**src/rtl/i2crts_pkg.sv**
```systemverilog
// Package: shared types and codes of the I2C register transaction sequencer.
package i2crts_pkg;

  localparam int unsigned MODE_W = 3;
  localparam int unsigned ADDR_W = 7;
  localparam int unsigned BYTE_W = 8;
  localparam int unsigned ACT_W  = 3;

  // Input item modes.
  localparam logic [MODE_W-1:0] MODE_ENQ_RD = 3'd0;
  localparam logic [MODE_W-1:0] MODE_ENQ_WR = 3'd1;
  localparam logic [MODE_W-1:0] MODE_KICK   = 3'd2;
  localparam logic [MODE_W-1:0] MODE_EVENT  = 3'd3;
  localparam logic [MODE_W-1:0] MODE_ERROR  = 3'd4;

  // Bus actions on the result side.
  localparam logic [ACT_W-1:0] ACT_NONE  = 3'd0;
  localparam logic [ACT_W-1:0] ACT_START = 3'd1;
  localparam logic [ACT_W-1:0] ACT_SEND  = 3'd2;
  localparam logic [ACT_W-1:0] ACT_STOP  = 3'd3;
  localparam logic [ACT_W-1:0] ACT_READ  = 3'd4;

  // Classified command handed from front to back.
  typedef enum logic [2:0] {
    CMD_NOP,
    CMD_ENQ,
    CMD_KICK,
    CMD_EVENT,
    CMD_ERROR
  } cmd_e;

  // One queued register request (24 bits).
  typedef struct packed {
    logic              is_write;
    logic [BYTE_W-1:0] data;
    logic [BYTE_W-1:0] reg_idx;
    logic [ADDR_W-1:0] addr;
  } req_t;

  typedef struct packed {
    cmd_e              op;
    req_t              req;
    logic [BYTE_W-1:0] rx;
  } cmd_t;

endpackage

```
**src/rtl/i2crts_if.sv**
```systemverilog
// Interfaces: input item channel and result channel with valid/ready.
interface i2crts_in_if;
  logic                           valid;
  logic                           ready;
  logic [i2crts_pkg::MODE_W-1:0]  mode;
  logic [i2crts_pkg::ADDR_W-1:0]  address;
  logic [i2crts_pkg::BYTE_W-1:0]  reg_req;
  logic [i2crts_pkg::BYTE_W-1:0]  data;
  logic [i2crts_pkg::BYTE_W-1:0]  rx_byte;

  modport source (output valid, mode, address, reg_req, data, rx_byte, input ready);
  modport sink   (input valid, mode, address, reg_req, data, rx_byte, output ready);
endinterface

interface i2crts_out_if;
  logic                           valid;
  logic                           ready;
  logic [i2crts_pkg::ACT_W-1:0]   action;
  logic [i2crts_pkg::BYTE_W-1:0]  byte_res;
  logic                           accepted;
  logic                           all_done;

  modport source (output valid, action, byte_res, accepted, all_done, input ready);
  modport sink   (input valid, action, byte_res, accepted, all_done, output ready);
endinterface

```
**src/rtl/i2crts_front.sv**
```systemverilog
// Front end: classifies input transfers and buffers them in a two-entry command queue.
module i2crts_front (
  input  logic              clk_i,
  input  logic              rst_ni,
  i2crts_in_if.sink         in_i,
  output logic              cmd_valid_o,
  input  logic              cmd_ready_i,
  output i2crts_pkg::cmd_t  cmd_o
);

  i2crts_pkg::cmd_t cmd_mem_q [2];
  i2crts_pkg::cmd_t cls;
  logic       wr_ptr_q, wr_ptr_d;
  logic       rd_ptr_q, rd_ptr_d;
  logic [1:0] cnt_q, cnt_d;
  logic       push, pop;

  // Decode the mode into a command; unknown modes become a no-op.
  always_comb begin
    cls.op          = i2crts_pkg::CMD_NOP;
    cls.req.addr    = in_i.address;
    cls.req.reg_idx = in_i.reg_req;
    cls.req.data    = '0;
    cls.req.is_write = 1'b0;
    cls.rx          = in_i.rx_byte;
    case (in_i.mode)
      i2crts_pkg::MODE_ENQ_RD: begin
        cls.op = i2crts_pkg::CMD_ENQ;
      end
      i2crts_pkg::MODE_ENQ_WR: begin
        cls.op           = i2crts_pkg::CMD_ENQ;
        cls.req.data     = in_i.data;
        cls.req.is_write = 1'b1;
      end
      i2crts_pkg::MODE_KICK:  cls.op = i2crts_pkg::CMD_KICK;
      i2crts_pkg::MODE_EVENT: cls.op = i2crts_pkg::CMD_EVENT;
      i2crts_pkg::MODE_ERROR: cls.op = i2crts_pkg::CMD_ERROR;
      default:                cls.op = i2crts_pkg::CMD_NOP;
    endcase
  end

  assign in_i.ready  = (cnt_q != 2'd2);
  assign cmd_valid_o = (cnt_q != 2'd0);
  assign cmd_o       = cmd_mem_q[rd_ptr_q];
  assign push        = in_i.valid && in_i.ready;
  assign pop         = cmd_valid_o && cmd_ready_i;

  always_comb begin
    wr_ptr_d = push ? ~wr_ptr_q : wr_ptr_q;
    rd_ptr_d = pop  ? ~rd_ptr_q : rd_ptr_q;
    cnt_d    = cnt_q;
    if (push && !pop) begin
      cnt_d = cnt_q + 2'd1;
    end else if (pop && !push) begin
      cnt_d = cnt_q - 2'd1;
    end
  end

  always_ff @(posedge clk_i or negedge rst_ni) begin
    if (!rst_ni) begin
      wr_ptr_q <= 1'b0;
      rd_ptr_q <= 1'b0;
      cnt_q    <= 2'd0;
    end else begin
      wr_ptr_q <= wr_ptr_d;
      rd_ptr_q <= rd_ptr_d;
      cnt_q    <= cnt_d;
    end
  end

  always_ff @(posedge clk_i) begin
    if (push) begin
      cmd_mem_q[wr_ptr_q] <= cls;
    end
  end

endmodule

```
**src/rtl/i2crts_back.sv**
```systemverilog
// Back end: request ring buffer, bus sequencer and registered result stage.
module i2crts_back #(
  parameter int unsigned QUEUE_DEPTH = 8
) (
  input  logic              clk_i,
  input  logic              rst_ni,
  input  logic              cmd_valid_i,
  output logic              cmd_ready_o,
  input  i2crts_pkg::cmd_t  cmd_i,
  i2crts_out_if.source      out_o
);

  localparam int unsigned PW = $clog2(QUEUE_DEPTH);
  localparam int unsigned CW = $clog2(QUEUE_DEPTH + 1);
  localparam logic [CW-1:0] DEPTH_C = CW'(QUEUE_DEPTH);
  localparam logic [PW-1:0] LAST_C  = PW'(QUEUE_DEPTH - 1);

  localparam logic [3:0] ST_IDLE    = 4'd0;
  localparam logic [3:0] ST_ADDR_W  = 4'd1;
  localparam logic [3:0] ST_REG     = 4'd2;
  localparam logic [3:0] ST_DATA    = 4'd3;
  localparam logic [3:0] ST_RESTART = 4'd4;
  localparam logic [3:0] ST_ADDR_R  = 4'd5;
  localparam logic [3:0] ST_RECV    = 4'd6;
  localparam logic [3:0] ST_STOP    = 4'd7;
  localparam logic [3:0] ST_DONE    = 4'd8;

  function automatic logic [PW-1:0] ptr_inc(input logic [PW-1:0] p);
    return (p == LAST_C) ? '0 : p + 1'b1;
  endfunction

  i2crts_pkg::req_t mem [QUEUE_DEPTH];
  i2crts_pkg::req_t cur_q;

  logic [PW-1:0] head_q, head_d, tail_q, tail_d, load_ptr;
  logic [CW-1:0] cnt_q, cnt_d;
  logic [3:0]    st_q, st_d;
  logic          fire, we, load;

  logic                          out_valid_q, out_valid_d;
  logic [i2crts_pkg::ACT_W-1:0]  act_d, act_q;
  logic [i2crts_pkg::BYTE_W-1:0] byte_d, byte_q;
  logic                          acc_d, acc_q, done_d, done_q;

  assign cmd_ready_o = !out_valid_q || out_o.ready;
  assign fire        = cmd_valid_i && cmd_ready_o;

  always_comb begin
    head_d   = head_q;
    tail_d   = tail_q;
    cnt_d    = cnt_q;
    st_d     = st_q;
    we       = 1'b0;
    load     = 1'b0;
    load_ptr = head_q;
    act_d    = i2crts_pkg::ACT_NONE;
    byte_d   = '0;
    acc_d    = 1'b0;
    done_d   = 1'b0;
    if (fire) begin
      case (cmd_i.op)
        i2crts_pkg::CMD_ENQ: begin
          if (cnt_q < DEPTH_C) begin
            we     = 1'b1;
            tail_d = ptr_inc(tail_q);
            cnt_d  = cnt_q + 1'b1;
            acc_d  = 1'b1;
          end
        end
        i2crts_pkg::CMD_KICK: begin
          if (st_q == ST_IDLE && cnt_q != '0) begin
            load  = 1'b1;
            st_d  = ST_ADDR_W;
            act_d = i2crts_pkg::ACT_START;
          end
        end
        i2crts_pkg::CMD_EVENT: begin
          case (st_q)
            ST_ADDR_W: begin
              act_d  = i2crts_pkg::ACT_SEND;
              byte_d = {cur_q.addr, 1'b0};
              st_d   = ST_REG;
            end
            ST_REG: begin
              act_d  = i2crts_pkg::ACT_SEND;
              byte_d = cur_q.reg_idx;
              st_d   = cur_q.is_write ? ST_DATA : ST_RESTART;
            end
            ST_DATA: begin
              act_d  = i2crts_pkg::ACT_SEND;
              byte_d = cur_q.data;
              st_d   = ST_STOP;
            end
            ST_RESTART: begin
              act_d = i2crts_pkg::ACT_START;
              st_d  = ST_ADDR_R;
            end
            ST_ADDR_R: begin
              act_d  = i2crts_pkg::ACT_SEND;
              byte_d = {cur_q.addr, 1'b1};
              st_d   = ST_RECV;
            end
            ST_RECV: begin
              act_d  = i2crts_pkg::ACT_READ;
              byte_d = cmd_i.rx;
              st_d   = ST_STOP;
            end
            ST_STOP: begin
              act_d = i2crts_pkg::ACT_STOP;
              st_d  = ST_DONE;
            end
            ST_DONE: begin
              // retire head, then chain into the next request if any
              if (cnt_q != '0) begin
                head_d = ptr_inc(head_q);
                cnt_d  = cnt_q - 1'b1;
              end
              if (cnt_d != '0) begin
                load     = 1'b1;
                load_ptr = head_d;
                st_d     = ST_ADDR_W;
                act_d    = i2crts_pkg::ACT_START;
              end else begin
                st_d   = ST_IDLE;
                done_d = 1'b1;
              end
            end
            default: st_d = ST_IDLE;
          endcase
        end
        i2crts_pkg::CMD_ERROR: act_d = i2crts_pkg::ACT_STOP;
        default: ;
      endcase
    end
  end

  always_comb begin
    out_valid_d = out_valid_q;
    if (fire) begin
      out_valid_d = 1'b1;
    end else if (out_o.ready) begin
      out_valid_d = 1'b0;
    end
  end

  always_ff @(posedge clk_i or negedge rst_ni) begin
    if (!rst_ni) begin
      head_q      <= '0;
      tail_q      <= '0;
      cnt_q       <= '0;
      st_q        <= ST_IDLE;
      out_valid_q <= 1'b0;
    end else begin
      head_q      <= head_d;
      tail_q      <= tail_d;
      cnt_q       <= cnt_d;
      st_q        <= st_d;
      out_valid_q <= out_valid_d;
    end
  end

  // Single write port at tail, single read port at the head being loaded.
  always_ff @(posedge clk_i) begin
    if (we) begin
      mem[tail_q] <= cmd_i.req;
    end
    if (load) begin
      cur_q <= mem[load_ptr];
    end
  end

  always_ff @(posedge clk_i) begin
    if (fire) begin
      act_q  <= act_d;
      byte_q <= byte_d;
      acc_q  <= acc_d;
      done_q <= done_d;
    end
  end

  assign out_o.valid    = out_valid_q;
  assign out_o.action   = act_q;
  assign out_o.byte_res = byte_q;
  assign out_o.accepted = acc_q;
  assign out_o.all_done = done_q;

endmodule

```
**src/rtl/i2c_register_transaction_sequencer_unit.sv**
```systemverilog
// Top level: I2C register transaction sequencer (front classifier + back sequencer).
// Path: an input transfer passes the command queue, then the result register, before its result is offered.
// Throughput: while out_o.ready stays high, one transfer per cycle is sustained and the back end
//   retires one command per cycle through one sequencer step and one request-queue memory port.
// Reset: rst_ni is asynchronous, active low; it empties both queues and idles the sequencer.
//   Request-queue entries are not cleared; only written entries are ever read.
module i2c_register_transaction_sequencer_unit #(
  parameter int unsigned QUEUE_DEPTH = 8   // request ring depth, 2..64
) (
  input  logic          clk_i,
  input  logic          rst_ni,
  i2crts_in_if.sink     in_i,
  i2crts_out_if.source  out_o
);

  // Classified commands flow from the front to the back through a
  // two-entry queue so input and output stalls do not couple.
  logic             cmd_valid;
  logic             cmd_ready;
  i2crts_pkg::cmd_t cmd;

  i2crts_front u_front (
    .clk_i       (clk_i),
    .rst_ni      (rst_ni),
    .in_i        (in_i),
    .cmd_valid_o (cmd_valid),
    .cmd_ready_i (cmd_ready),
    .cmd_o       (cmd)
  );

  // Back end owns the request ring, the bus sequencer and the result register.
  i2crts_back #(
    .QUEUE_DEPTH (QUEUE_DEPTH)
  ) u_back (
    .clk_i       (clk_i),
    .rst_ni      (rst_ni),
    .cmd_valid_i (cmd_valid),
    .cmd_ready_o (cmd_ready),
    .cmd_i       (cmd),
    .out_o       (out_o)
  );

  // A full command queue always has a command pending for the back end.
  a_full_has_cmd: assert property (@(posedge clk_i) disable iff (!rst_ni)
    !in_i.ready |-> cmd_valid)
    else $error("command queue full but nothing offered to back end");

  // A stored enqueue never carries a bus action.
  a_acc_no_action: assert property (@(posedge clk_i) disable iff (!rst_ni)
    out_o.valid && out_o.accepted |-> out_o.action == i2crts_pkg::ACT_NONE)
    else $error("enqueue result carries a bus action");

  // The all-done flag comes alone, with no action and no enqueue.
  a_done_alone: assert property (@(posedge clk_i) disable iff (!rst_ni)
    out_o.valid && out_o.all_done |->
      out_o.action == i2crts_pkg::ACT_NONE && !out_o.accepted)
    else $error("all_done raised together with other result bits");

  // Only send and read results carry a byte.
  a_byte_zero: assert property (@(posedge clk_i) disable iff (!rst_ni)
    out_o.valid && (out_o.action == i2crts_pkg::ACT_NONE ||
                    out_o.action == i2crts_pkg::ACT_START ||
                    out_o.action == i2crts_pkg::ACT_STOP) |-> out_o.byte_res == '0)
    else $error("byte on a result without a byte");

endmodule

```
**src/flat_wrapper.sv**
```systemverilog
// flat-port wrapper written by rule: the top's interface ports become plain ports
module i2c_register_transaction_sequencer_unit_flat 
#(
  parameter int unsigned QUEUE_DEPTH = 8                               
)
  (clk_i, rst_ni, in_i_valid, in_i_mode, in_i_address, in_i_reg_req, in_i_data, in_i_rx_byte, in_i_ready, out_o_valid, out_o_action, out_o_byte_res, out_o_accepted, out_o_all_done, out_o_ready);
  i2crts_in_if in_i_i ();
  i2crts_out_if out_o_i ();
  input  logic clk_i;
  input  logic rst_ni;
  input wire logic [$bits(in_i_i.valid)-1:0] in_i_valid;
  input wire logic [$bits(in_i_i.mode)-1:0] in_i_mode;
  input wire logic [$bits(in_i_i.address)-1:0] in_i_address;
  input wire logic [$bits(in_i_i.reg_req)-1:0] in_i_reg_req;
  input wire logic [$bits(in_i_i.data)-1:0] in_i_data;
  input wire logic [$bits(in_i_i.rx_byte)-1:0] in_i_rx_byte;
  output wire logic [$bits(in_i_i.ready)-1:0] in_i_ready;
  output wire logic [$bits(out_o_i.valid)-1:0] out_o_valid;
  output wire logic [$bits(out_o_i.action)-1:0] out_o_action;
  output wire logic [$bits(out_o_i.byte_res)-1:0] out_o_byte_res;
  output wire logic [$bits(out_o_i.accepted)-1:0] out_o_accepted;
  output wire logic [$bits(out_o_i.all_done)-1:0] out_o_all_done;
  input wire logic [$bits(out_o_i.ready)-1:0] out_o_ready;
  assign in_i_i.valid = in_i_valid;
  assign in_i_i.mode = in_i_mode;
  assign in_i_i.address = in_i_address;
  assign in_i_i.reg_req = in_i_reg_req;
  assign in_i_i.data = in_i_data;
  assign in_i_i.rx_byte = in_i_rx_byte;
  assign in_i_ready = in_i_i.ready;
  assign out_o_valid = out_o_i.valid;
  assign out_o_action = out_o_i.action;
  assign out_o_byte_res = out_o_i.byte_res;
  assign out_o_accepted = out_o_i.accepted;
  assign out_o_all_done = out_o_i.all_done;
  assign out_o_i.ready = out_o_ready;
  i2c_register_transaction_sequencer_unit #(.QUEUE_DEPTH(QUEUE_DEPTH)) u_core (.clk_i(clk_i), .rst_ni(rst_ni), .in_i(in_i_i), .out_o(out_o_i));
endmodule
```
**config.mk**
```make
export PLATFORM = sky130hd
export DESIGN_NAME = i2c_register_transaction_sequencer_unit_flat
export DESIGN_NICKNAME = d
export VERILOG_FILES = /design/src/rtl/i2crts_pkg.sv /design/src/rtl/i2crts_if.sv /design/src/rtl/i2crts_front.sv /design/src/rtl/i2crts_back.sv /design/src/rtl/i2c_register_transaction_sequencer_unit.sv /design/src/flat_wrapper.sv
export SDC_FILE = /design/constraint.sdc
export NUM_CORES = 1
export LEC_CHECK = 0
export ABC_AREA = 1
export BUFFER_PORTS_ARGS = -buffer_cell sky130_fd_sc_hd__buf_2
export CAP_MARGIN = 20
export CORE_MARGIN = 3
export CORE_UTILIZATION = 69
export CTS_BUF_LIST = sky130_fd_sc_hd__clkbuf_2 sky130_fd_sc_hd__clkbuf_4 sky130_fd_sc_hd__clkbuf_8
export DETAILED_ROUTE_END_ITERATION = 12
export PLACE_DENSITY_LB_ADDON = 0.2
export SLEW_MARGIN = 20
export SYNTH_ARGS = -nofsm -noshare
export SYNTH_HDL_FRONTEND = slang
export SYNTH_SLANG_ARGS = --single-unit
```
**constraint.sdc**
```tcl
create_clock -name clk_i -period 7.4 [get_ports clk_i]
set_clock_uncertainty 0.2 [all_clocks]
set_input_delay 0.74 -clock clk_i [delete_from_list [all_inputs] [get_ports clk_i]]
set_output_delay 0.74 -clock clk_i [all_outputs]
set_load 0.02 [all_outputs]
```
==> results.sh <==
export IMPL_core_area_um2=19700
export IMPL_cp_max_fo=49
export IMPL_synth_main_ff_cell="edfxtp_1"
export IMPL_drt_iter0_drc=1115
export IMPL_outcome="finished clean"
export IMPL_synth_adder_area_share=0.00629
export IMPL_setup_tns_final_ps=0
export IMPL_cpMostUsedCell="nand2_1"
export IMPL_grt_pass1_wl_um=50000
export IMPL_grt_max_degree=74
export IMPL_antenna_cells=0
export IMPL_start_util=0.709
export IMPL_die_area_um2=21900
export IMPL_via_count=9620
export IMPL_grt_usage=0.293
export IMPL_cap_violations=0
export IMPL_num_rows=51
export IMPL_async_flop_share=0.0597
export IMPL_clock_path_buffers=3
export IMPL_crit_slowest_cell="nand2_1"
export IMPL_syn_instance_count=1324
export IMPL_cts_sinks=318
export IMPL_cp_start_kind="register"
export IMPL_antenna_found_initial=0
export IMPL_synth_edf_count=299
export IMPL_fin_crit_ps=4510
export IMPL_wl_um=31200
export IMPL_worstPathRequired_ps=7660
export IMPL_power_static_leakage_nw=6.75
export IMPL_cts_tree="done"
export IMPL_synth_common_cells="nand2_1, edfxtp_1, inv_1, nand3_1, nor2_1"
export IMPL_grt_setup_unrepaired="false"
export IMPL_ant_nets=0
export IMPL_power_density_nw_per_um2=349
export IMPL_fp_dieH_um=148
export IMPL_fmax_mhz=222
export IMPL_vdd_ir_drop_max_v=0.000201
export IMPL_max_slew_worst_pin_slew_ps=1090
export IMPL_synth_top_family_by_area="simple AND/OR/NAND/NOR gates"
export IMPL_io_buffers=52
export IMPL_syn_area_um2=13900
export IMPL_synth_seq_area_share=0.678
export IMPL_relSlewSlack=0.275
export IMPL_synth_area_per_cell_um2=10.5
export IMPL_yosys_area_share_simple=0.202
export IMPL_io_pin_count=53
export IMPL_grt_overflow=0
export IMPL_cp_arrival_ps=4770
export IMPL_yosys_top_cells_area="edfxtp_1, nand2_1, nand3_1, inv_1, dfrtp_1"
export IMPL_insertion_delay_ps=580
export IMPL_post_route_cells_drive_above_1_share=0.122
export IMPL_synth_mux_area_frac=0
export IMPL_drt_pass1_iterations=6
export IMPL_synth_fp_nets=1369
export IMPL_hp_class="input port to register"
export IMPL_n_fill_cell=1207
export IMPL_synth_top_cell_area_share=0.644
export IMPL_clk_pin_slew_ps=60
export IMPL_wire_per_inst_um=18.5
export IMPL_grt_pass1_vias=9751
export IMPL_synth_compound_area_frac=0.0248
export IMPL_max_stage_delay_ps=960
export IMPL_multiInputGateArea_um2=3370
export IMPL_cts_root_buffer="clkbuf_8"
export IMPL_hold_violations=0
export IMPL_dieWidth_um=148
export IMPL_critPathCaptureType="register"
export IMPL_area_delta_synth_final_pct=10.5
export IMPL_cts_resized=0
export IMPL_post_route_period_util=0.610
export IMPL_yosysWarnings=0
export IMPL_setup_viol=0
export IMPL_synthDistinctLibCells=40
export IMPL_slew_viol_final=0
export IMPL_ys_seq_elements=318
export IMPL_crit_chain="buf_4, inv_1, nand2_1, nand2_1, nand3_4, nor2_8, nand2_4, nand2_2, nand2_1, nand2_1, nand3_1, nand2_1, nand2_1, nand2_1"
export IMPL_h_tree_depth=2
export IMPL_drc=0
export IMPL_synth_xor_area_frac=0.00314
export IMPL_regArea_um2=9450
export IMPL_crit_type="register to register"
export IMPL_dp_hpwl_um=17400
export IMPL_final_nets=1436
export IMPL_cts_buffers=49
export IMPL_final_util=0.784
export IMPL_yosysMostFrequentCell="nand2_1"
export IMPL_place_congestion=0.884
export IMPL_viasPerCell=5.69
export IMPL_synth_area_leader_cell="edfxtp_1"
state kept, by name, indices dropped and copies added, names as in the netlist, 2 cells and up:
signal / count
u_core.u_front.cmd_mem_q: 70
u_core.u_back.cnt_q: 4
u_core.u_back.st_q: 4
u_core.u_back.out_o.action: 3
u_core.u_back.cur_q: 24
u_core.u_back.out_o.byte_res: 8
u_core.u_back.mem: 192
u_core.u_front.cnt_q: 2
u_core.u_back.tail_q: 3
u_core.u_back.head_q: 3
layout by cell type (no fill, tap or decap), types with 2 or more instances in the layout:
cell type  synthesis  layout
buf_4             11      15
nand3_4            3       3
nand2_1          349     349
o21ai_4            1       4
nand4_1            6       6
nand2_2            4       3
buf_2             19      52
o211ai_1           2       2
clkbuf_8           0      49
dfrtp_1           19      19
nor2_1            44      36
clkbuf_4           0      15
nand2_4            2       3
o21ai_0           22      21
a21oi_1           12      12
a221oi_1           2       2
ha_1               7       7
a41oi_1            3       3
inv_1            236     236
clkinv_2           0       3
edfxtp_1         299     299
nor2_2             0       6
nand3_2            1       2
or2_2              2       2
xor2_1             4       4
inv_2              5       5
clkinv_1           1      16
nor3_2             0       2
nor2_4             0       2
a211oi_1           3       3
inv_8              0       2
nand3_1          227     226
timing repair:
action / CTS / global route
endpoints found under the hold margin: 19 / 0
buffers inserted: 0 / 0
hold buffers: 1 / 0
critical path: cells and delay by family, from the launching register on:
family | cells | cell delay, ps
and+or+nand+nor | 12 | 3250
buffers and inverters | 2 | 450
DFF | 1 | 440
final timing paths:
check	depth (start not counted)	end	from	slack (ps)
max	14	u_core.u_back.cur_q[10]	u_core.u_front.rd_ptr_q	2890
min	1	u_core.u_front.cmd_mem_q[0][1]	in_i_rx_byte[1]	140
max reg2reg	14	u_core.u_back.cur_q[10]	u_core.u_front.rd_ptr_q	2890
min reg2reg	1	u_core.u_front.cnt_q[0]	u_core.u_front.cnt_q[0]	300
max in group asynchronous	2	u_core.u_front.wr_ptr_q	rst_ni	6240
min in group asynchronous	2	u_core.u_back.cnt_q[1]	rst_ni	430
through the flow:
stage	setup slack, ps	cell area [um2]	instances	power (W)	hold slack [ps]
finish	2890	15400	1690	0.00537	140
global route	2440	15400	1690	0.00566	121
global placement	2440	14400	1602	0.00394	282
detailed placement	2430	14500	1604	0.00400	291
floorplan	3240	13900	1324	0.00356	244
CTS	2720	15400	1690	0.00537	125
report_power, final:
part	switching (W)	internal [W]	leakage, nW
Clock	0.000654	0.000728	0.483
Sequential	0.0000928	0.00238	2.95
Combinational	0.00113	0.000388	3.31
final cells by class:
| type | count | area share |
|---|---|---|
| inverters | 242 | 0.0590 |
| multi-input cells | 710 | 0.219 |
| flip-flops and latches | 318 | 0.614 |
| clock inverters | 21 | 0.00804 |
| clock buffers | 64 | 0.0511 |
| repair buffers | 70 | 0.0279 |
| well taps | 265 | 0.0215 |
logic make-up (layout without fill, tap and decap cells):
kind of cell,after synthesis,in the layout
flops,318,318
buf+inv,296,397
compound gates,55,55
simple gates,643,643
xor+xnor,5,5
fa+ha+maj,7,7
layer usage:
metal	vias up	wire length, um	part of all wire	GRT usage
met5	-	0	0	0
met4	0	1190	0.038	0.132
met3	91	2580	0.083	0.0576
met2	478	15600	0.50	0.498
met1	4561	11800	0.38	0.372
li1	4490	-	-	-
Note: power is estimated with default switching activity, not from simulation.
